### config.mk
export PLATFORM = sky130hd
export DESIGN_NAME = sghs_cordic
export DESIGN_NICKNAME = d
export VERILOG_FILES = /design/src/rtl/core/sghs_pkg.sv /design/src/rtl/core/sghs_cordic.sv
export SDC_FILE = /design/constraint.sdc
export NUM_CORES = 1
export LEC_CHECK = 0
export BUFFER_PORTS_ARGS = -buffer_cell sky130_fd_sc_hd__buf_2
export CAP_MARGIN = 20
export CORE_MARGIN = 4
export CORE_UTILIZATION = 50
export CTS_BUF_LIST = sky130_fd_sc_hd__clkbuf_2
export CTS_CLUSTER_SIZE = 16
export DETAILED_ROUTE_END_ITERATION = 8
export HOLD_SLACK_MARGIN = 0.1
export PLACE_DENSITY = 0.69
export SETUP_SLACK_MARGIN = 0.02
export SLEW_MARGIN = 20
export SYNTH_ARGS = -nofsm -noshare
export SYNTH_HDL_FRONTEND = slang
export SYNTH_SLANG_ARGS = --single-unit
### constraint.sdc
create_clock -name clk -period 6.71 [get_ports clk]
set_input_delay 0.671 -clock clk [delete_from_list [all_inputs] [get_ports clk]]
set_output_delay 0.671 -clock clk [all_outputs]
set_load 0.05 [all_outputs]
### src/rtl/core/sghs_pkg.sv
`timescale 1ns / 1ps
`default_nettype none
package sghs_pkg;

	localparam int MAP_SIDE   = 256;
	localparam int MAX_BEAMS  = 4096;
	localparam int CELL_W     = $clog2(MAP_SIDE);
	localparam int LIM_W      = CELL_W + 1;
	localparam int ADDR_W     = 2 * CELL_W;
	localparam int GRID_CELLS = MAP_SIDE * MAP_SIDE;

	localparam int CNT_W      = 13;
	localparam int SCORE_W    = 16;
	localparam int HIT_WEIGHT = 10;

	localparam int ANG_W        = 16;
	localparam int Z_W          = 17;
	localparam int CORDIC_W     = 27;
	localparam int CORDIC_STEPS = 16;
	localparam int STEP_W       = $clog2(CORDIC_STEPS);
	localparam int ATAN_W       = 14;
	localparam int GAIN_W       = 18;
	localparam int INV_GAIN     = 39797;
	localparam int PROD_W       = CORDIC_W + GAIN_W;
	localparam int FRAC_SHIFT   = 16;
	localparam int DELTA_W      = PROD_W - FRAC_SHIFT;

	localparam int POSE_W     = 24;
	localparam int POSE_SH_W  = POSE_W + 8;
	localparam int POS_W      = 34;
	localparam int DIVIDEND_W = POS_W - 1;
	localparam int DIVISOR_W  = 24;
	localparam int DIV_CNT_W  = $clog2(DIVIDEND_W + 1);

	localparam int CFG_IDX_W  = 3;
	localparam int CFG_DATA_W = 24;

	typedef enum logic [CFG_IDX_W-1:0] {
		REG_POSE_X,
		REG_POSE_Y,
		REG_HEADING,
		REG_ANGLE_STEP,
		REG_CELL_SIZE,
		REG_MAP_WIDTH,
		REG_MAP_HEIGHT,
		REG_THRESHOLD
	} cfg_reg_t;

	localparam logic CMD_WRITE = 1'b0;
	localparam logic CMD_BEAM  = 1'b1;

	// Arctangent of 2^-i in binary angle units (65536 per turn).
	function automatic logic [ATAN_W-1:0] atan_units(input logic [STEP_W-1:0] i);
		logic [ATAN_W-1:0] v;
		case (i)
			4'd0: v = 14'd8192;
			4'd1: v = 14'd4836;
			4'd2: v = 14'd2555;
			4'd3: v = 14'd1297;
			4'd4: v = 14'd651;
			4'd5: v = 14'd326;
			4'd6: v = 14'd163;
			4'd7: v = 14'd81;
			4'd8: v = 14'd41;
			4'd9: v = 14'd20;
			4'd10: v = 14'd10;
			4'd11: v = 14'd5;
			4'd12: v = 14'd3;
			4'd13: v = 14'd1;
			4'd14: v = 14'd1;
			default: v = 14'd0;
		endcase
		return v;
	endfunction

endpackage
`default_nettype wire

### src/rtl/core/sghs_cordic.sv
`timescale 1ns / 1ps
`default_nettype none
module sghs_cordic (
	input  wire                                   clk,
	input  wire                                   arst_n,
	input  wire                                   start,
	input  wire  [15:0]                           range_mm,
	input  wire  [sghs_pkg::ANG_W-1:0]            angle,
	output logic                                  done,
	output logic signed [sghs_pkg::CORDIC_W-1:0]  x,
	output logic signed [sghs_pkg::CORDIC_W-1:0]  y
);
	import sghs_pkg::*;

	logic                       busy_q;
	logic                       done_q;
	logic [STEP_W-1:0]          step_q;
	logic signed [CORDIC_W-1:0] x_q;
	logic signed [CORDIC_W-1:0] y_q;
	logic signed [Z_W-1:0]      z_q;

	logic [ANG_W-1:0]           quarter;
	logic                       left_half;
	logic [ANG_W-1:0]           folded;
	logic signed [CORDIC_W-1:0] start_x;
	logic signed [CORDIC_W-1:0] xs;
	logic signed [CORDIC_W-1:0] ys;
	logic signed [Z_W-1:0]      dz;

	always_comb begin
		quarter   = angle + ANG_W'(16384);
		left_half = quarter[ANG_W-1];
		folded    = left_half ? angle + ANG_W'(32768) : angle;
		start_x   = CORDIC_W'({range_mm, 8'd0});
		if (left_half) begin
			start_x = -start_x;
		end
		xs = x_q >>> step_q;
		ys = y_q >>> step_q;
		dz = Z_W'(atan_units(step_q));
	end

	always_ff @(posedge clk or negedge arst_n) begin
		if (!arst_n) begin
			busy_q <= 1'b0;
			done_q <= 1'b0;
			step_q <= '0;
		end else begin
			done_q <= 1'b0;
			if (start) begin
				busy_q <= 1'b1;
				step_q <= '0;
			end else if (busy_q) begin
				step_q <= step_q + 1'b1;
				if (step_q == STEP_W'(CORDIC_STEPS - 1)) begin
					busy_q <= 1'b0;
					done_q <= 1'b1;
				end
			end
		end
	end

	always_ff @(posedge clk) begin
		if (start) begin
			x_q <= start_x;
			y_q <= '0;
			z_q <= Z_W'($signed(folded));
		end else if (busy_q) begin
			if (!z_q[Z_W-1]) begin
				x_q <= x_q - ys;
				y_q <= y_q + xs;
				z_q <= z_q - dz;
			end else begin
				x_q <= x_q + ys;
				y_q <= y_q - xs;
				z_q <= z_q + dz;
			end
		end
	end

	assign done = done_q;
	assign x    = x_q;
	assign y    = y_q;
endmodule
`default_nettype wire

# == Yosys cells after proc, flatten, opt, wreduce, memory -nomap -nowiden ==
# Memory sizes are Yosys's and may differ from the RTL's.
# Index checks and enable logic that the tools add are counted.
# classes
n_addsub,10
n_eq_ne,1
shift,2
muxes,17
reduce_logical,1
# op_table
cell,n
$mux W27,5
$add A27 B27 Y27,2
$sshr A27 B4 Y27,2
$sub A27 B27 Y27,2
$mux W17,3
$neg A24 Y27,1
$add A17 B15 Y17,1
$sub A17 B15 Y17,1
$add A16 B15 Y16 const B,1
$add A16 B16 Y16 const B,1
$mux W16,1
$mux W4,2
$mux W1,6
$add A4 B1 Y4 const B,1
$eq A4 B4 Y1 const B,1
$reduce_bool A2 Y1,1
# word_totals
regBits,77
romBits,224
out_inout_bits,55
memories,1
# memory_table
memory,depth,width,rd,rd_clocked_by_memory_dff,wr,line,text
(no name shown),16,14,1,0,0,sghs_pkg.sv:55,case (i)

# == Depth between registers and ports, before layout ==
# depth
word_depth,5
depth_mapped,25
mapped_depth_nobuf,22

# == Least setup slack after synthesis ==
# No wires, ideal clock.
# synth_timing
path_kind,register -> register
from,reg step_q[1]
to,"reg y_q[26], in the netlist y[26]"
arrival_time_ps,5498
path_slack_ps,1152
path_stages_with_launch,24
path_buffers,5
period_less_slack_ps,5558
path_cell_list,dfrtp_1 -> buf_2 -> buf_2 -> buf_4 -> clkbuf_1 -> mux4_2 -> a211oi_1 -> a21oi_1 -> nor4_1 -> and3_1 -> a31oi_1 -> xor2_1 -> ha_1 -> clkbuf_1 -> a211oi_1 -> o21ai_0 -> a21oi_1 -> o21ai_0 -> o41ai_1 -> o21ai_0 -> a211oi_1 -> nand3_1 -> a311oi_1 -> a41o_1
# synth_between
elab_chain_cells,3
# synth_lines
item,line,text
start: declaration,sghs_cordic.sv:17,logic [STEP_W-1:0] step_q;
start signal: assignment,sghs_cordic.sv:54,step_q <= step_q + 1'b1;
$sshr A27 B4 Y27 (*),sghs_cordic.sv:38,xs = x_q >>> step_q;
$add A27 B27 Y27 / $sub A27 B27 Y27 (equally long branches),"sghs_cordic.sv:71, sghs_cordic.sv:75",
$mux W27 (*),sghs_cordic.sv:69,if (!z_q[Z_W-1]) begin
end signal: assignment,sghs_cordic.sv:71,y_q <= y_q + xs;
end signal: assignment,sghs_cordic.sv:75,y_q <= y_q - xs;
end: declaration,sghs_cordic.sv:19,logic signed [CORDIC_W-1:0] y_q;
# Every way passes the cells marked *; elsewhere a longest branch is shown, timed or not.
# A chain may end at the register's enable or synchronous reset.

# == Final worst setup path ==
# Ends and elaborated chain as after synthesis.

==> results.md <==
- Clock insertion delay at the later pin of the skew report: ~630 ps
- Number of different library cells in the post-synthesis netlist: 75
- Path type of the worst min-delay path: input pin to register
- Synth warn: 0
- Share of synthesized flip-flops with an asynchronous set or reset: 0.0779
- Post-Syn Nets: between 1k and 1.5k
- Post-synth EDFFs: 44
- Number of I/O port buffers: ~90
- Vias in the first global route: ~9.6k
- Final cycle utilization of the critical path: 0.886
- Slew headroom: 0.445
- Mapped Area: 10700 sq um
- CTS clock-pin slew for the worst setup and hold paths: roughly 280 ps
- Die extent in x: about 150 um
- Dominant combinational cell family by area after synthesis: multiplexers
- Drt via density: between 6 and 7
- Boundary Pins: 90
- Maximum number of pins on one net before global-route repair: 85
- Slew @ Worst Pin: slightly above 800 ps
- #FFs+latches synth: slightly below 80
- Mux contribution to synthesized area: 0.203
- Worst-path fanout max: 33
- Root buffer cell: sky130_fd_sc_hd__clkbuf_2
- Die Height: between 150 and 200 um
- # DRC: 0
- Max Slew Vio Count: 0
- ANT nets after route: 0
- CP Data Required Time: approximately 7300 ps
- RSZ-0062 raised after global routing: no
- Global-route usage over all layers: 0.245
- Register area share after synthesis: 0.187
- Routability cong.: between 0.9 and 1
- Dominant register cell in the synthesized netlist: sky130_fd_sc_hd__edfxtp_1
- Initial antenna violation count: 1
- Final hold violation count: 0
- Post-synthesis average cell area: 8.63 sq um
- Growth of design area from synthesis to finish: 7.31%
- CTS HTree Levels: 3
- Final TNS setup: 0 ps
- Maximum operating frequency: about 170 MHz
- Parity-gate share of the synthesized area counting xor and xnor cells: 0.108
- Overall routed net length: between 20000 and 30000 um
- Clock buffers created by TritonCTS: 9
- Maxcap violations: 0
- Simple-Gate Fraction of Synth Area: 0.161
- Global route total overflow: 0
- Number of search-and-repair iterations in the first detailed-routing pass: 5
- Worst hold slack: around 300 ps
- Total number of clock tree sinks: 77
- Number of cells produced by synthesis: 1245
- Fraction of the mapped netlist area in adder cells: 0.101
- Nets: roughly 1.4k
- TritonCTS clock tree: yes
- Post-DP HPWL: about 22000 um
- CP arrival: ~6500 ps
- Minimum clock period: 5940 ps
- Run status: finished, final reports clean
- Number of vias in the routed layout: around 9.9k
- Site row count: 53
- Routed wirelength normalized by instance count: around 19 um
- Worst Skew: roughly 38 ps
- Final setup violation count: 0
- Max Buffers Root-to-Sink: 2
- Type of element launching the critical path: register
- Total die area: ~24000 sq um
- Wire length of the first global-routing pass: about 49000 um
- Area of the core region: 21100 sq um
- Compound-Gate Fraction of Synth Area: 0.195
- Starting density of the core: 0.509
- Initial DRC Count: a little over 700
- Worst Path Class, Setup: register to register
- Share of cells above drive strength 1: 0.174
- Nature of the critical path endpoint: register
## through the flow
step	setup WS [ps]	util	instance area, sq um	std cells
final	766	0.547	11500	1579
after global routing	113	0.547	11500	1579
after CTS	674	0.545	11500	1577
after detailed placement	750	0.539	11400	1560
after global placement	897	0.539	11400	1560
after floorplan	1150	-	10700	1245
## registers in the layout (all words and copies together) (netlist names)
register	flops
z_q	17
x	27
busy_q	1
y	27
done	1
step_q	4
## layer usage
| metal | up-vias | GRT usage | wire length [um] | part of all wire |
|---|---|---|---|---|
| li1 | 4727 | - | - | - |
| met5 | - | 0 | 0 | 0 |
| met4 | 0 | 0.0866 | 895 | 0.030 |
| met3 | 68 | 0.0375 | 1640 | 0.056 |
| met1 | 4766 | 0.320 | 12600 | 0.43 |
| met2 | 331 | 0.414 | 14500 | 0.49 |
## cells in the mapped netlist, drive strengths merged, types with 19 or more instances
master / n / area [sq um]
nand3: 20 / 100
mux2i: 54 / 541
o21ai: 80 / 400
mux4: 65 / 1460
and3: 19 / 129
nor2: 135 / 507
xnor2: 70 / 621
buf: 38 / 190
a21o: 30 / 225
dfxtp: 27 / 541
a31oi: 21 / 131
inv: 49 / 184
ha: 82 / 1030
clkbuf: 26 / 97.6
nor3: 22 / 110
nand2: 100 / 375
xor2: 62 / 543
edfxtp: 44 / 1320
a21oi: 101 / 505
## critical path, cell delays in order (launching register included)
cell,delay (ps)
sky130_fd_sc_hd__dfrtp_2,620
sky130_fd_sc_hd__buf_4,450
sky130_fd_sc_hd__buf_4,330
sky130_fd_sc_hd__nor2_1,160
sky130_fd_sc_hd__a22o_1,280
sky130_fd_sc_hd__o31ai_1,570
sky130_fd_sc_hd__nor4_1,210
sky130_fd_sc_hd__and3_1,290
sky130_fd_sc_hd__a31oi_1,180
sky130_fd_sc_hd__xor2_1,190
sky130_fd_sc_hd__ha_1,340
sky130_fd_sc_hd__a211oi_1,260
sky130_fd_sc_hd__o21ai_0,170
sky130_fd_sc_hd__a21oi_1,170
sky130_fd_sc_hd__o21ai_0,140
sky130_fd_sc_hd__o41ai_1,320
sky130_fd_sc_hd__buf_4,200
sky130_fd_sc_hd__o21ai_0,120
sky130_fd_sc_hd__a211oi_1,350
sky130_fd_sc_hd__nand3_1,150
sky130_fd_sc_hd__a311oi_1,300
sky130_fd_sc_hd__a41o_1,130
## layout by cell type, fill, tap and decap left out, types with 46 or more instances in the layout
| master | count |
|---|---|
| sky130_fd_sc_hd__o21ai_0 | 75 |
| sky130_fd_sc_hd__mux4_2 | 65 |
| sky130_fd_sc_hd__a21oi_1 | 101 |
| sky130_fd_sc_hd__inv_1 | 46 |
| sky130_fd_sc_hd__xor2_1 | 62 |
| sky130_fd_sc_hd__nand2_1 | 100 |
| sky130_fd_sc_hd__xnor2_1 | 68 |
| sky130_fd_sc_hd__mux2i_1 | 54 |
| sky130_fd_sc_hd__buf_2 | 88 |
| sky130_fd_sc_hd__ha_1 | 82 |
| sky130_fd_sc_hd__nor2_1 | 135 |
## final timing paths
kind                           start        end  slack (ps)  cells after the start
min                        angle[12]    z_q[12]         300                      3
max                        step_q[1]      y[26]         770                     21
max reg2reg                step_q[1]      y[26]         770                     21
min reg2reg                     y[0]       y[0]         550                      2
max in group asynchronous     arst_n  step_q[0]        6170                      2
min in group asynchronous     arst_n  step_q[2]         380                      2
## repair_timing
action / 4_1_cts / 5_1_grt
gates resized for setup: 0 / 0
buffers inserted: 0 / 1
hold buffers: 1 / 0
setup endpoints to repair: 0 / 1
hold endpoints to repair: 6 / 0
## area by class of cell
type                       count  area (sq um)
fill                        1974          9560
multi-input combinational   1055          8270
sequential                    77          2020
timing repair buffer         106           591
tap                          275           344
inverter                      49           184
clock inverter                 6          71.3
clock buffer                  10          50.0
antenna                        1          2.50
## logic make-up (layout without fill, tap and decap cells)
| kind of cell | count (synthesis) | after routing |
|---|---|---|
| and+or+nand+nor | 368 | 368 |
| AOI/OAI and AO/OA | 335 | 335 |
| muxes | 135 | 135 |
| xor gates and xnor gates | 132 | 132 |
| buffers and inverters | 113 | 171 |
| adders and majority gates | 85 | 85 |
| DFF | 77 | 77 |
| other | 0 | 1 |
Power is not shown: default switching activity piles up to over one toggle a cycle in this logic, so the estimate is an artifact.
