===== src/rtl/core/sghs_pkg.sv =====
`timescale 1ns / 1ps
`default_nettype none
package sghs_pkg;

	localparam int MAP_SIDE   = 256;
	localparam int MAX_BEAMS  = 4096;
	localparam int CELL_W     = $clog2(MAP_SIDE);
	localparam int LIM_W      = CELL_W + 1;
	localparam int ADDR_W     = 2 * CELL_W;
	localparam int GRID_CELLS = MAP_SIDE * MAP_SIDE;

	localparam int CNT_W      = 13;
	localparam int SCORE_W    = 16;
	localparam int HIT_WEIGHT = 10;

	localparam int ANG_W        = 16;
	localparam int Z_W          = 17;
	localparam int CORDIC_W     = 27;
	localparam int CORDIC_STEPS = 16;
	localparam int STEP_W       = $clog2(CORDIC_STEPS);
	localparam int ATAN_W       = 14;
	localparam int GAIN_W       = 18;
	localparam int INV_GAIN     = 39797;
	localparam int PROD_W       = CORDIC_W + GAIN_W;
	localparam int FRAC_SHIFT   = 16;
	localparam int DELTA_W      = PROD_W - FRAC_SHIFT;

	localparam int POSE_W     = 24;
	localparam int POSE_SH_W  = POSE_W + 8;
	localparam int POS_W      = 34;
	localparam int DIVIDEND_W = POS_W - 1;
	localparam int DIVISOR_W  = 24;
	localparam int DIV_CNT_W  = $clog2(DIVIDEND_W + 1);

	localparam int CFG_IDX_W  = 3;
	localparam int CFG_DATA_W = 24;

	typedef enum logic [CFG_IDX_W-1:0] {
		REG_POSE_X,
		REG_POSE_Y,
		REG_HEADING,
		REG_ANGLE_STEP,
		REG_CELL_SIZE,
		REG_MAP_WIDTH,
		REG_MAP_HEIGHT,
		REG_THRESHOLD
	} cfg_reg_t;

	localparam logic CMD_WRITE = 1'b0;
	localparam logic CMD_BEAM  = 1'b1;

	// Arctangent of 2^-i in binary angle units (65536 per turn).
	function automatic logic [ATAN_W-1:0] atan_units(input logic [STEP_W-1:0] i);
		logic [ATAN_W-1:0] v;
		case (i)
			4'd0: v = 14'd8192;
			4'd1: v = 14'd4836;
			4'd2: v = 14'd2555;
			4'd3: v = 14'd1297;
			4'd4: v = 14'd651;
			4'd5: v = 14'd326;
			4'd6: v = 14'd163;
			4'd7: v = 14'd81;
			4'd8: v = 14'd41;
			4'd9: v = 14'd20;
			4'd10: v = 14'd10;
			4'd11: v = 14'd5;
			4'd12: v = 14'd3;
			4'd13: v = 14'd1;
			4'd14: v = 14'd1;
			default: v = 14'd0;
		endcase
		return v;
	endfunction

endpackage
`default_nettype wire


===== src/rtl/core/sghs_divider.sv =====
`timescale 1ns / 1ps
`default_nettype none
module sghs_divider (
	input  wire                                 clk,
	input  wire                                 arst_n,
	input  wire                                 start,
	input  wire  [sghs_pkg::DIVIDEND_W-1:0]     dividend,
	input  wire  [sghs_pkg::DIVISOR_W-1:0]      divisor,
	output logic                                done,
	output logic [sghs_pkg::DIVIDEND_W-1:0]     quotient
);
	import sghs_pkg::*;

	logic                    busy_q;
	logic                    done_q;
	logic [DIV_CNT_W-1:0]    cnt_q;
	logic [DIVISOR_W-1:0]    div_q;
	logic [DIVISOR_W-1:0]    rem_q;
	logic [DIVIDEND_W-1:0]   quo_q;

	logic [DIVISOR_W:0]      trial;
	logic                    fits;
	logic [DIVISOR_W:0]      diff;

	// Restoring division, one quotient bit per cycle; the dividend shifts out
	// of the quotient register as quotient bits shift in.
	always_comb begin
		trial = {rem_q, quo_q[DIVIDEND_W-1]};
		fits  = trial >= {1'b0, div_q};
		diff  = trial - {1'b0, div_q};
	end

	always_ff @(posedge clk or negedge arst_n) begin
		if (!arst_n) begin
			busy_q <= 1'b0;
			done_q <= 1'b0;
			cnt_q  <= '0;
		end else begin
			done_q <= 1'b0;
			if (start) begin
				busy_q <= 1'b1;
				cnt_q  <= '0;
			end else if (busy_q) begin
				cnt_q <= cnt_q + 1'b1;
				if (cnt_q == DIV_CNT_W'(DIVIDEND_W - 1)) begin
					busy_q <= 1'b0;
					done_q <= 1'b1;
				end
			end
		end
	end

	always_ff @(posedge clk) begin
		if (start) begin
			div_q <= divisor;
			rem_q <= '0;
			quo_q <= dividend;
		end else if (busy_q) begin
			rem_q <= fits ? diff[DIVISOR_W-1:0] : trial[DIVISOR_W-1:0];
			quo_q <= {quo_q[DIVIDEND_W-2:0], fits};
		end
	end

	assign done     = done_q;
	assign quotient = quo_q;
endmodule
`default_nettype wire


===== config.mk =====
export PLATFORM = sky130hd
export DESIGN_NAME = sghs_divider
export DESIGN_NICKNAME = d
export VERILOG_FILES = /design/src/rtl/core/sghs_pkg.sv /design/src/rtl/core/sghs_divider.sv
export SDC_FILE = /design/constraint.sdc
export NUM_CORES = 1
export LEC_CHECK = 0
export BUFFER_PORTS_ARGS = -buffer_cell sky130_fd_sc_hd__buf_2
export CAP_MARGIN = 0
export CELL_PAD_IN_SITES_DETAIL_PLACEMENT = 2
export CELL_PAD_IN_SITES_GLOBAL_PLACEMENT = 2
export CORE_ASPECT_RATIO = 0.5
export CORE_MARGIN = 3
export CORE_UTILIZATION = 38
export DETAILED_ROUTE_END_ITERATION = 8
export PLACE_DENSITY_LB_ADDON = 0.05
export SLEW_MARGIN = 40
export SYNTH_ARGS = -nofsm -noshare
export SYNTH_HDL_FRONTEND = slang
export SYNTH_SLANG_ARGS = --single-unit

===== constraint.sdc =====
create_clock -name clk -period 4.6 [get_ports clk]
set_input_delay 0.92 -clock clk [delete_from_list [all_inputs] [get_ports clk]]
set_output_delay 0.92 -clock clk [all_outputs]
set_load 0.01 [all_outputs]

# --- Word level (Yosys, flattened, before mapping) ---
# Cells that the tools add are included.
totals:
  register_bits: 89
  input_bits: 60
  output_inout_bits: 34
  word_cells: 22
op_classes:
  add_sub_neg: 2
  n_lt_le_gt_ge: 1
  n_eq_ne: 1
  n_mux: 11
  reduce_logical: 1
ops:
  columns: ["operator", "n"]
  rows:
  - ["two-way mux 33 bit", 2]
  - ["greater-or-equal comparator 25 x 24 -> 1 bit", 1]
  - ["two-way mux 24 bit", 1]
  - ["subtractor 24 bit", 1]
  - ["two-way mux 6 bit", 2]
  - ["adder 6 x 1 -> 6 bit (second input constant)", 1]
  - ["equality test 6 bit (second input constant)", 1]
  - ["two-way mux 1 bit", 6]
  - ["nonzero test 2 bit", 1]

# --- Depth between registers and ports, before layout ---
# Gate-level depths: netlist of run 1.
logic_depth:
  word_depth: 4
  depth_mapped: 13
  depth_no_buf: 11

# --- Worst setup path after synthesis of run 1 ---
# OpenSTA, ideal clock, no wires.
synth_path:
  path_type: "register to register"
  start: "register div_q[1]"
  end: "register quo_q[0] (netlist: quotient[0]), data pin"
  setup_time_ns: 0.260
  arrival_time_ns: 2.382
  required_time_ns: 4.340
  slack_ns: 1.958
  stages_incl_launch_ff: 11
  path_buffers: 2
  period_less_slack_ns: 2.642
  cell_sequence: "edfxtp_1 -> inv_1 -> ha_1 -> nor2b_1 -> o31a_1 -> o21ai_2 -> a2111oi_1 -> or4_1 -> buf_6 -> buf_6 -> mux2_2"
synth_between:
  elab_chain_cells: 3
synth_rtl:
  columns: ["item", "line", "source"]
  rows:
  - ["from (decl)", "sghs_divider.sv:17", "logic [DIVISOR_W-1:0] div_q;"]
  - ["from (signal assigned)", "sghs_divider.sv:55", "div_q <= divisor;"]
  - ["greater-or-equal comparator 25 x 24 -> 1 bit", "sghs_divider.sv:29", "fits = trial >= {1'b0, div_q};"]
  - ["two-way mux 33 bit", "sghs_divider.sv:58", "end else if (busy_q) begin"]
  - ["two-way mux 33 bit", "sghs_divider.sv:54", "if (start) begin"]
  - ["to (signal assigned)", "sghs_divider.sv:57", "quo_q <= dividend;"]
  - ["to (signal assigned)", "sghs_divider.sv:60", "quo_q <= {quo_q[DIVIDEND_W-2:0], fits};"]
  - ["to (decl)", "sghs_divider.sv:19", "logic [DIVIDEND_W-1:0] quo_q;"]
# No other way between the ends. The select of a mux whose other input is x is not followed.
# A chain may end at the register's enable or synchronous reset.

# --- Worst setup path in the final report of run 1 ---
layout_path:
  start: "register div_q[1]"
  end: "register rem_q[14]"
layout_between:
  elab_chain_cells: 2
  word_cells_on_any_way: 3
  classes_between: "add/sub: 1; order compare: 1; mux: 1"
layout_rtl:
  columns: ["item", "line", "source"]
  rows:
  - ["subtractor 24 bit or greater-or-equal comparator 25 x 24 -> 1 bit (tied branches)", "sghs_divider.sv:30, sghs_divider.sv:29", null]
  - ["two-way mux 24 bit (*)", "sghs_divider.sv:59", "rem_q <= fits ? diff[DIVISOR_W-1:0] : trial[DIVISOR_W-1:0];"]
  - ["to (signal assigned)", "sghs_divider.sv:59", null]
  - ["to (decl)", "sghs_divider.sv:18", "logic [DIVISOR_W-1:0] rem_q;"]
# Mark *: on every way between the ends. The rest lies on a longest branch, timed or not.

==> out/summary.txt, run 1 <==
CTS resizes: 0
status: complete, no violations
ys async rst share: 8.99%
drt wl/cell: 19.2 µm
Min-Delay Path Class: in2async
vias in the first global route: 4301
global-route wire length before repair: 22.6 mm
flops & latches, synth: 89
antenna violations before repair: 3
Clock power frac: 23.5%
clock tree buffer depth: 2
Hold Slack: 0.403 ns
post-synthesis sequential area ratio: 48.7%
DIE WIDTH: 167 µm
CTS buffer count: 9
drt drc: 0
share of cells above drive strength 1: 27.5%
post-synth top area cell: edfxtp_1
Mean Syn Cell Area: 10.5 µm²
Tcrit/Tclk final: 72.1%
flop2flop setup slack: 1.28 ns
Synth Net Count: 555
area post-placement: 5510 µm²
CTS Root Cell: clkbuf_16
DR iter-0 viols: 150
CTS tree: built
count of port buffers added during placement: 93
post-synthesis mux area share: 8.17%
Flop pwr share: 35.7%
post-synth top area share: 34.8%
Layout area overhead: 18.0%
post-synthesis simple-gate area fraction: 13.2%
clock latency on the worst-skew pair: 0.35 ns
Post-synth top flop: edfxtp_1
DR pass1 iterations: 4
unrepaired setup endpoints after global routing: false
CP Max Fanout: 17
clock skew: 0.00998 ns
Post-Route WL: 14.0 mm
post-synthesis compound-gate area fraction: 14.3%
synthesized area: 4920 µm²
Worst-Margin Slew: 0.746 ns
IO Pins: 94
internal power: 0.00191 W
ANT nets after route: 0
Pleak: 2.49 nW
# clock sinks: 89
Hold Buf Count CTS: 0
die height: 86.4 µm
die area: 14400 µm²
Layout Utilization: 47.4%
H-Tree Depth: 3
area of the core: 12200 µm²
XOR/XNOR Fraction of Synth Area: 3.56%
Max Cap Viol: 0
crit path time final: 3.32 ns
pwr dens: 536 nW/µm²
Peak Freq: 302 MHz
Distinct cells, synth: 58
largest net degree at the start of global routing: 57
Setup Total Neg Slack: 0 ns
CP required: 4.84 ns
GR Util All Layers: 19.9%
Fin. Hold Viols: 0
Crit. End Element: flip-flop
final weighted congestion in routability-driven placement: 0.760
Clock Pin Slew Worst Setup and Hold Paths: 0.08 ns
adder-cell area share of the yosys netlist: 7.02%
DR vias/cell: 5.39
Sw Share: 38.7%
yosys synthesis warning count: 0
Post-Synthesis Cells: 468
switching power total: 0.00120 W
final setup violation count: 0
Max Slew Vio Count: 0
hpwl dp: 10.5 mm
ranking of synthesized cells by area: edfxtp_1 35%, dfxtp_1 9.8%, mux2_2 7.6%
main combinational cell family by area after synthesis: compound AO/OA/AOI/OAI gates
Crit Path Category: reg2reg
GRT overflow: 0
Site Rows: 28
Post-synth EDFFs: 57
nets: 642
Initial Util: 40.2%
max_slew headroom: 50.3%
vias: 3914
Worst Setup Start Kind: flip-flop
Peak VDD IR: 0.000212 V
setup bufs post-CTS: 0
combinational share of power: 40.8%
Worst EP arrival: 3.55 ns
Final Instance Area: 5800 µm²
-- critical path, stage by stage, from the launching register on --
cell       delay (ns)
edfxtp_1         0.42
inv_1            0.09
ha_1             0.23
nor2b_1          0.14
o31a_1           0.29
o21ai_2          0.20
a2111oi_1        0.10
or4_1            0.82
inv_1            0.50
nand2_1          0.10
a311oi_1         0.31
-- sequential cells by signal (all words and copies together) (netlist names) --
signal	cells
rem_q	24
quotient	33
div_q	24
busy_q	1
done	1
cnt_q	6
-- power by group through the flow --
stage	clock network, W	logic (W)	registers, W
after floorplan	0	0.000944	0.00111
after global placement	0	0.00123	0.00112
after detailed placement	0	0.00127	0.00113
after CTS	0.000752	0.00128	0.00111
after global routing	0.000785	0.00143	0.00113
final	0.000731	0.00127	0.00111
-- layout by cell type, fill, tap and decap left out, types with 3 or more instances in the layout --
cell and n:
xor2_1 6, a21o_1 5, a311oi_1 11, mux2i_1 3
nor2_1 44, nand3_1 8, o21ai_0 12, a21oi_1 22
inv_6 5, inv_1 36, o31ai_1 3, buf_4 5
dfrtp_1 8, a211oi_1 3, clkbuf_16 9, edfxtp_1 57
a22oi_1 6, ha_1 26, xnor2_1 14, buf_2 92
a31oi_1 3, nor4_1 5, nand2_1 36, or3_1 5
dfxtp_1 24, nor3_1 12, or4_1 3, and2_1 3
o31a_1 3, o21a_1 7, nand4_1 6, mux2_2 33
o21ai_1 6, and3_1 5
-- kinds of logic (layout without fill, tap and decap cells) --
logic type / count (synthesis) / count (layout)
multiplexers: 36 / 36
AND/OR/NAND/NOR: 138 / 138
adder cells (fa/ha/maj): 27 / 27
XOR/XNOR: 20 / 20
buffers and inverters: 57 / 149
other: 0 / 1
flip-flops: 89 / 89
AO/OA/AOI/OAI: 101 / 101
-- layer usage --
layer	track usage, %	wire (µm)
met3	8.93	1120
met2	32.6	6290
met1	24.8	6400
met5	0	47
met4	3.82	106
-- metrics by stage --
step	total power, W	setup WS (ns)	cells
global placement	0.00235	1.35	709
detailed placement	0.00240	1.24	709
finish	0.00311	1.28	726
floorplan	0.00205	1.96	468
CTS	0.00315	1.21	725
global route	0.00335	1.00	725
-- path summary, 6_finish.rpt --
kind                                  startpoint                endpoint  cells past startpoint
min reg2reg                rem_q[1]$_SDFFE_PP0P_   rem_q[1]$_SDFFE_PP0P_                      2
max reg2reg                   div_q[1]$_DFFE_PP_  rem_q[14]$_SDFFE_PP0P_                     10
min in group clk           rem_q[1]$_SDFFE_PP0P_   rem_q[1]$_SDFFE_PP0P_                      2
max                           div_q[1]$_DFFE_PP_  rem_q[14]$_SDFFE_PP0P_                     10
max in group asynchronous                 arst_n    cnt_q[5]$_DFFE_PN0P_                      1
min                                       arst_n    cnt_q[3]$_DFFE_PN0P_                      1
-- cell type report --
| class | count | area [µm²] |
|---|---|---|
| clock buffer | 10 | 229 |
| multi-input combinational | 322 | 2280 |
| clock inverter | 6 | 55.1 |
| sequential | 89 | 2390 |
| timing repair buffer | 97 | 498 |
| fill | 1349 | 6430 |
| antenna | 1 | 2.50 |
| inverter | 36 | 135 |
| tap | 165 | 206 |
-- cells in the mapped netlist, types with 4 or more instances --
library cell   n
ha_1          26
a21o_1         5
nor4_1         5
o21a_1         7
a311oi_1      11
nand4_1        6
dfxtp_1       24
a22oi_1        6
clkbuf_1      11
a21oi_1       22
or3_1          5
mux2_2        33
o21ai_1        6
xnor2_1       14
nor2_1        44
buf_2          4
o21ai_0       12
xor2_1         6
and3_1         5
nor3_1        12
edfxtp_1      57
nand3_1        8
dfrtp_1        8
inv_1         36
nand2_1       36
(Power assumes the default switching activity.)
==> run 2: changes to the inputs <==
ABC_AREA = 1   (was unset)
CORE_UTILIZATION = 29   (was 38)
clock period = 2.8 ns   (was 4.6 ns; I/O delays follow)
==> out/summary.txt, run 2 <==
antenna violations before repair: 2 (was 3)
yosys synthesis warning count: 0 (unchanged)
met3 GRT Util: 6.10% (was 8.93%)
Max Cap Viol: 0 (unchanged)
crit path time final: 2.38 ns (was 3.32 ns)
drt drc: 0 (unchanged)
ANT nets after route: 0 (unchanged)
r2r startpoint: quotient[32]$_DFFE_PP_ (was div_q[1]$_DFFE_PP_)
crit path cell chain: inv_1, ha_1, fa_1, inv_1, a21oi_1, o21bai_1, nand2_1, nand3_1, nand3_2, nand3_1, nand2_1 (was inv_1, ha_1, nor2b_1, o31a_1, o21ai_2, a2111oi_1, or4_1, inv_1, nand2_1, a311oi_1)
share of cells above drive strength 1: 17.1% (was 27.5%)
pwr dens: 791 nW/µm² (was 536 nW/µm²)
IO Pins: 94 (unchanged)
Clock power frac: 23.2% (was 23.5%)
DR iter-0 viols: 200 (was 150)
clock latency on the worst-skew pair: 0.36 ns (was 0.35 ns)
drt wl/cell: 16.8 µm (was 19.2 µm)
Final Power: 0.00524 W (was 0.00311 W)
nets: 947 (was 642)
Initial Util: 29.9% (was 40.2%)
PnR worst setup slack: 0.422 ns (was 1.28 ns)
setup bufs post-CTS: 0 (unchanged)
unrepaired setup endpoints after global routing: false (unchanged)
Post-synth top flop: edfxtp_1 (unchanged)
Worst Setup Start Kind: flip-flop (unchanged)
die area: 21000 µm² (was 14400 µm²)
# fillers: 2253 (was 1349)
Fin. Hold Viols: 0 (unchanged)
max reg flops: 33 (unchanged)
DIE WIDTH: 202 µm (was 167 µm)
post-synth top area cell: edfxtp_1 (unchanged)
CP required: 3.05 ns (was 4.84 ns)
clock tree buffer depth: 2 (unchanged)
Crit. End Element: flip-flop (unchanged)
synthesized area: 5570 µm² (was 4920 µm²)
Post-synth top cells: 298 x nand2_1, 131 x inv_1, 57 x edfxtp_1 (was 57 x edfxtp_1, 44 x nor2_1, 36 x inv_1, 36 x nand2_1, 33 x mux2_2)
Site Rows: 35 (was 28)
H-Tree Depth: 3 (unchanged)
DP Worst Slack: 0.445 ns (was 1.24 ns)
ys async rst share: 8.99% (unchanged)
CTS resizes: 0 (unchanged)
GR met1 Demand/Resource: 25.1% (was 24.8%)
highest-delay cell along the critical path: o21bai_1 (was or4_1)
CP peak stage delay: 0.45 ns (was 0.82 ns)
CTS tree: built (unchanged)
Distinct cells, synth: 32 (was 58)
max_slew headroom: 65.4% (was 50.3%)
Layout area overhead: 18.9% (was 18.0%)
hpwl dp: 14.3 mm (was 10.5 mm)
Post-synth EDFFs: 57 (unchanged)
status: complete, no violations (unchanged)
final weighted congestion in routability-driven placement: 0.780 (was 0.760)
Pleak: 3.47 nW (was 2.49 nW)
internal power: 0.00303 W (was 0.00191 W)
Sw Share: 42.2% (was 38.7%)
vias: 5176 (was 3914)
count of port buffers added during placement: 93 (unchanged)
Mean Syn Cell Area: 7.27 µm² (was 10.5 µm²)
CTS buffer count: 9 (unchanged)
CP Max Fanout: 3 (was 17)
commonest non-fill, non-tap cell in the layout: nand2_1 (was buf_2)
most used routing layer in global routing: met2 (unchanged)
Worst-Margin Slew: 0.519 ns (was 0.746 ns)
post-synthesis sequential area ratio: 42.9% (was 48.7%)
# clock sinks: 89 (unchanged)
DR vias/cell: 4.60 (was 5.39)
most frequent cells in the layout: 298 x nand2_1, 130 x inv_1, 93 x buf_2, 57 x edfxtp_1, 53 x nand3_1 (was 92 x buf_2, 57 x edfxtp_1, 44 x nor2_1, 36 x inv_1, 36 x nand2_1)
Max Slew Vio Count: 0 (unchanged)
Clock Pin Slew Worst Setup and Hold Paths: 0.07 ns (was 0.08 ns)
vias in the first global route: 5641 (was 4301)
Post-Route WL: 18.9 mm (was 14.0 mm)
post-synth top area share: 30.7% (was 34.8%)
Setup Total Neg Slack: 0 ns (unchanged)
Hold Buf Count CTS: 0 (unchanged)
Flop pwr share: 33.2% (was 35.7%)
Synth Net Count: 853 (was 555)
clock skew: 0.0112 ns (was 0.00998 ns)
GRT overflow: 0 (unchanged)
Peak Freq: 420 MHz (was 302 MHz)
Tcrit/Tclk final: 84.9% (was 72.1%)
area of the core: 18600 µm² (was 12200 µm²)
GR Util All Layers: 18.4% (was 19.9%)
flops & latches, synth: 89 (unchanged)
largest net degree at the start of global routing: 44 (was 57)
cell count after placement: 1108 (was 709)
count leader, synth: nand2_1 (was edfxtp_1)
combinational share of power: 43.7% (was 40.8%)
GR Util met2: 28.8% (was 32.6%)
Crit Path Category: reg2reg (unchanged)
non-filler cells in the finished layout: 1125 (was 726)
Critical Path Start: quotient[32]$_DFFE_PP_ (was div_q[1]$_DFFE_PP_)
Peak VDD IR: 0.000306 V (was 0.000212 V)
Post-Synthesis Cells: 766 (was 468)
Worst EP arrival: 2.62 ns (was 3.55 ns)
CTS Root Cell: clkbuf_16 (unchanged)
switching power total: 0.00221 W (was 0.00120 W)
die height: 104 µm (was 86.4 µm)
final setup violation count: 0 (unchanged)
ranking of synthesized cells by area: edfxtp_1 31%, nand2_1 20%, inv_1 8.8% (was edfxtp_1 35%, dfxtp_1 9.8%, mux2_2 7.6%)
Min-Delay Path Class: in2async (unchanged)
global-route wire length before repair: 30.4 mm (was 22.6 mm)
DR pass1 iterations: 4 (unchanged)
## run 2: area by class of cell
type | count | area (µm²) | share of cell area [%]
timing repair buffer | 103 | 553 | 8.35
multi-input combinational | 512 | 2530 | 38.1
clock inverter | 5 | 40.0 | 0.604
sequential | 89 | 2390 | 36.1
tap | 259 | 324 | 4.89
clock buffer | 11 | 243 | 3.66
inverter | 145 | 544 | 8.22
antenna | 1 | 2.50 | 0.0378
## run 2: power groups by stage
stage	Combinational, W	Clock [W]	Sequential, W
after floorplan	0.00165	0	0.00175
after global placement	0.00226	0	0.00176
after detailed placement	0.00232	0	0.00177
after CTS	0.00234	0.00126	0.00174
after global routing	0.00264	0.00131	0.00177
final	0.00229	0.00121	0.00174
## run 2: worst paths after layout
path                                     endpoint  slack [ns]  depth (start not counted)
max in group asynchronous    cnt_q[5]$_DFFE_PN0P_        2.58                          1
max reg2reg                rem_q[16]$_SDFFE_PP0P_        0.42                         11
min reg2reg                rem_q[11]$_SDFFE_PP0P_        0.48                          2
max                        rem_q[16]$_SDFFE_PP0P_        0.42                         11
min                          cnt_q[1]$_DFFE_PN0P_        0.04                          1
min in group clk              div_q[23]$_DFFE_PP_        0.37                          1
## run 2: cell families after synthesis
logic type / Yosys count / share of synthesized area (%)
simple gates: 441 / 34.2
buf+inv: 165 / 11.7
flops: 89 / 42.9
compound gates: 34 / 3.39
fa+ha+maj: 27 / 6.20
xor+xnor: 10 / 1.57
## run 2: critical path, delay by kind of cell (launching register included)
family | cells | cell delay [ns]
adder cells (fa/ha/maj) | 2 | 0.63
AO/OA/AOI/OAI | 2 | 0.59
AND/OR/NAND/NOR | 5 | 0.51
flip-flops | 1 | 0.35
buffers and inverters | 2 | 0.19
## run 2: layer usage
metal | vias to the layer above | wire (µm)
met3 | 11 | 1080
met1 | 2498 | 9310
met5 | - | 16
met2 | 78 | 8390
met4 | 2 | 119
li1 | 2587 | -
## run 2: through the flow
| stage | instance area, µm² | hold WS (ns) | util [%] |
|---|---|---|---|
| 6_report | 6630 | 0.0427 | 35.6 |
| 3_5_place_dp | 6340 | 0.421 | 34.1 |
| 4_1_cts | 6620 | 0.0321 | 35.6 |
| 3_3_place_gp | 6340 | 0.424 | 34.1 |
| 2_1_floorplan | 5570 | 0.264 | - |
| 5_1_grt | 6620 | 0.0296 | 35.6 |
==> run 3: changes to the inputs <==
CORE_UTILIZATION = 32   (was 29)
clock period = 2.3 ns   (was 2.8 ns; I/O delays follow)
==> out/summary.txt, run 3 (synthesis gave the netlist of run 2 again) <==
H-Tree Depth: 3 (unchanged)
crit path time final: 2.15 ns (was 2.38 ns)
Fin. Hold Viols: 0 (unchanged)
GRT overflow: 0 (unchanged)
Layout Utilization: 40.1% (was 35.6%)
CP peak stage delay: 0.37 ns (was 0.45 ns)
critical path buffer and inverter count: 3 (was 2)
Worst EP arrival: 2.26 ns (was 2.62 ns)
DR pass1 iterations: 4 (unchanged)
# clock sinks: 89 (unchanged)
Initial Util: 33.3% (was 29.9%)
global-route wire length before repair: 31.6 mm (was 30.4 mm)
CTS tree: built (unchanged)
Min-Delay Startpoint: divisor[23]
final weighted congestion in routability-driven placement: 0.814 (was 0.780)
Max Slew Vio Count: 0 (unchanged)
highest-delay cell along the critical path: edfxtp_1 (was o21bai_1)
max_slew headroom: 69.9% (was 65.4%)
Min-Delay Path Class: in2reg (was in2async)
setup bufs post-CTS: 0 (unchanged)
clock tree buffer depth: 2 (unchanged)
crit path cell chain: inv_1, ha_2, nand2_1, nand2_1, inv_1, nand2_1, nand2_1, nand2_1, a21oi_4, nand3_4, buf_4, nand2_1, nand2_1 (was inv_1, ha_1, fa_1, inv_1, a21oi_1, o21bai_1, nand2_1, nand3_1, nand3_2, nand3_1, nand2_1)
unrepaired setup endpoints after global routing: true (was false)
share of cells above drive strength 1: 18.9% (was 17.1%)
Worst Setup Start Kind: flip-flop (unchanged)
non-filler cells in the finished layout: 1102 (was 1125)
most frequent cells in the layout: 297 x nand2_1, 130 x inv_1, 93 x buf_2, 57 x edfxtp_1, 53 x nand3_1 (was 298 x nand2_1, 130 x inv_1, 93 x buf_2, 57 x edfxtp_1, 53 x nand3_1)
Crit Path Category: reg2reg (unchanged)
r2r startpoint: div_q[12]$_DFFE_PP_ (was quotient[32]$_DFFE_PP_)
Worst-Margin Slew: 0.452 ns (was 0.519 ns)
nets: 957 (was 947)
area post-placement: 6390 µm² (was 6340 µm²)
vias in the first global route: 5777 (was 5641)
CTS buffer count: 9 (unchanged)
diodes inserted: 0 (was 1)
delay-heaviest family, CP: simple AND/OR/NAND/NOR gates (was adder cells)
Critical Path Start: div_q[12]$_DFFE_PP_ (was quotient[32]$_DFFE_PP_)
Final Instance Area: 6710 µm² (was 6630 µm²)
CP Max Fanout: 11 (was 3)
hpwl dp: 15.0 mm (was 14.3 mm)
ANT nets after route: 0 (unchanged)
Post-Route WL: 19.5 mm (was 18.9 mm)
Peak VDD IR: 0.000407 V (was 0.000306 V)
Tcrit/Tclk final: 93.3% (was 84.9%)
Max Cap Viol: 0 (unchanged)
pwr dens: 974 nW/µm² (was 791 nW/µm²)
count of port buffers added during placement: 93 (unchanged)
IO Pins: 94 (unchanged)
largest net degree at the start of global routing: 39 (was 44)
Final Power: 0.00653 W (was 0.00524 W)
CP required: 2.41 ns (was 3.05 ns)
DR iter-0 viols: 196 (was 200)
Clock Pin Slew Worst Setup and Hold Paths: 0.07 ns (about the same)
drt wl/cell: 17.7 µm (was 16.8 µm)
Layout area overhead: 20.4% (was 18.9%)
Site Rows: 33 (was 35)
Crit. End Element: flip-flop (unchanged)
CTS Root Cell: clkbuf_16 (unchanged)
Peak Freq: 466 MHz (was 420 MHz)
vias: 5332 (was 5176)
DR vias/cell: 4.84 (was 4.60)
max reg flops: 33 (unchanged)
clock skew: 0.0128 ns (was 0.0112 ns)
die area: 19100 µm² (was 21000 µm²)
antenna violations before repair: 2 (unchanged)
die height: 99.3 µm (was 104 µm)
status: complete, no violations (unchanged)
cell count after placement: 1085 (was 1108)
area of the core: 16700 µm² (was 18600 µm²)
most used cell, CP: nand2_1
Pleak: 3.52 nW (was 3.47 nW)
commonest non-fill, non-tap cell in the layout: nand2_1 (unchanged)
final setup violation count: 0 (unchanged)
drt drc: 0 (unchanged)
DIE WIDTH: 193 µm (was 202 µm)
GR Util All Layers: 21.4% (was 18.4%)
clock latency on the worst-skew pair: 0.36 ns (about the same)
run 3: where the power goes:
part | switching, W | internal (W) | leakage [nW] | total (W)
clock | 0.000687 | 0.000736 | 0.127 | 0.00142
sequential | 0.000163 | 0.00196 | 0.901 | 0.00213
combinational | 0.00190 | 0.00108 | 2.49 | 0.00299
total | 0.00275 | 0.00378 | 3.52 | 0.00653
run 3: worst register-to-register path: cells and delay by family, from the launching register on:
kind / cells / cell delay (ns)
compound gates: 1 / 0.25
fa+ha+maj: 1 / 0.31
buf+inv: 3 / 0.35
flops: 1 / 0.37
simple gates: 8 / 0.62
run 3: stage by stage:
| stage | setup WS (ns) | hold WS [ns] | setup TNS (ns) |
|---|---|---|---|
| after CTS | 0.105 | 0.261 | 0 |
| final | 0.154 | 0.273 | 0 |
| after detailed placement | 0.115 | 0.324 | 0 |
| after global placement | 0.179 | 0.317 | 0 |
| after floorplan | 0.388 | 0.164 | 0 |
| after global routing | -0.0287 | 0.261 | -0.0509 |
run 3: final timing paths:
| check | end | slack, ns | depth (start not counted) |
|---|---|---|---|
| max reg2reg | quotient[0]$_DFFE_PP_ | 0.15 | 13 |
| max in group asynchronous | done$_DFF_PN0_ | 1.62 | 2 |
| min | div_q[23]$_DFFE_PP_ | 0.27 | 1 |
| max | quotient[0]$_DFFE_PP_ | 0.15 | 13 |
| min in group asynchronous | cnt_q[1]$_DFFE_PN0P_ | 0.50 | 2 |
| min reg2reg | rem_q[14]$_SDFFE_PP0P_ | 0.48 | 2 |
run 3: metal layers:
metal	vias to the layer above	wire, µm	GRT usage, %
li1	2615	-	-
met1	2595	9630	29.7
met2	100	8540	33.4
met3	18	1140	6.34
met4	4	196	3.97
met5	-	34	0
run 3: cell type report:
class                           instances  area, µm²
Timing Repair Buffer                  113        656
Fill cell                            2016      10000
Clock buffer                           10        229
Inverter                              145        544
Multi-Input combinational cell        512       2560
Tap cell                              227        284
Clock inverter                          6       41.3
Sequential cell                        89       2390
run 3: repair_timing:
action                                 CTS  global route
gates resized for setup                  0             9
endpoints found under the hold margin    8             0
hold buffers                             1             0
setup endpoints to repair                0            21
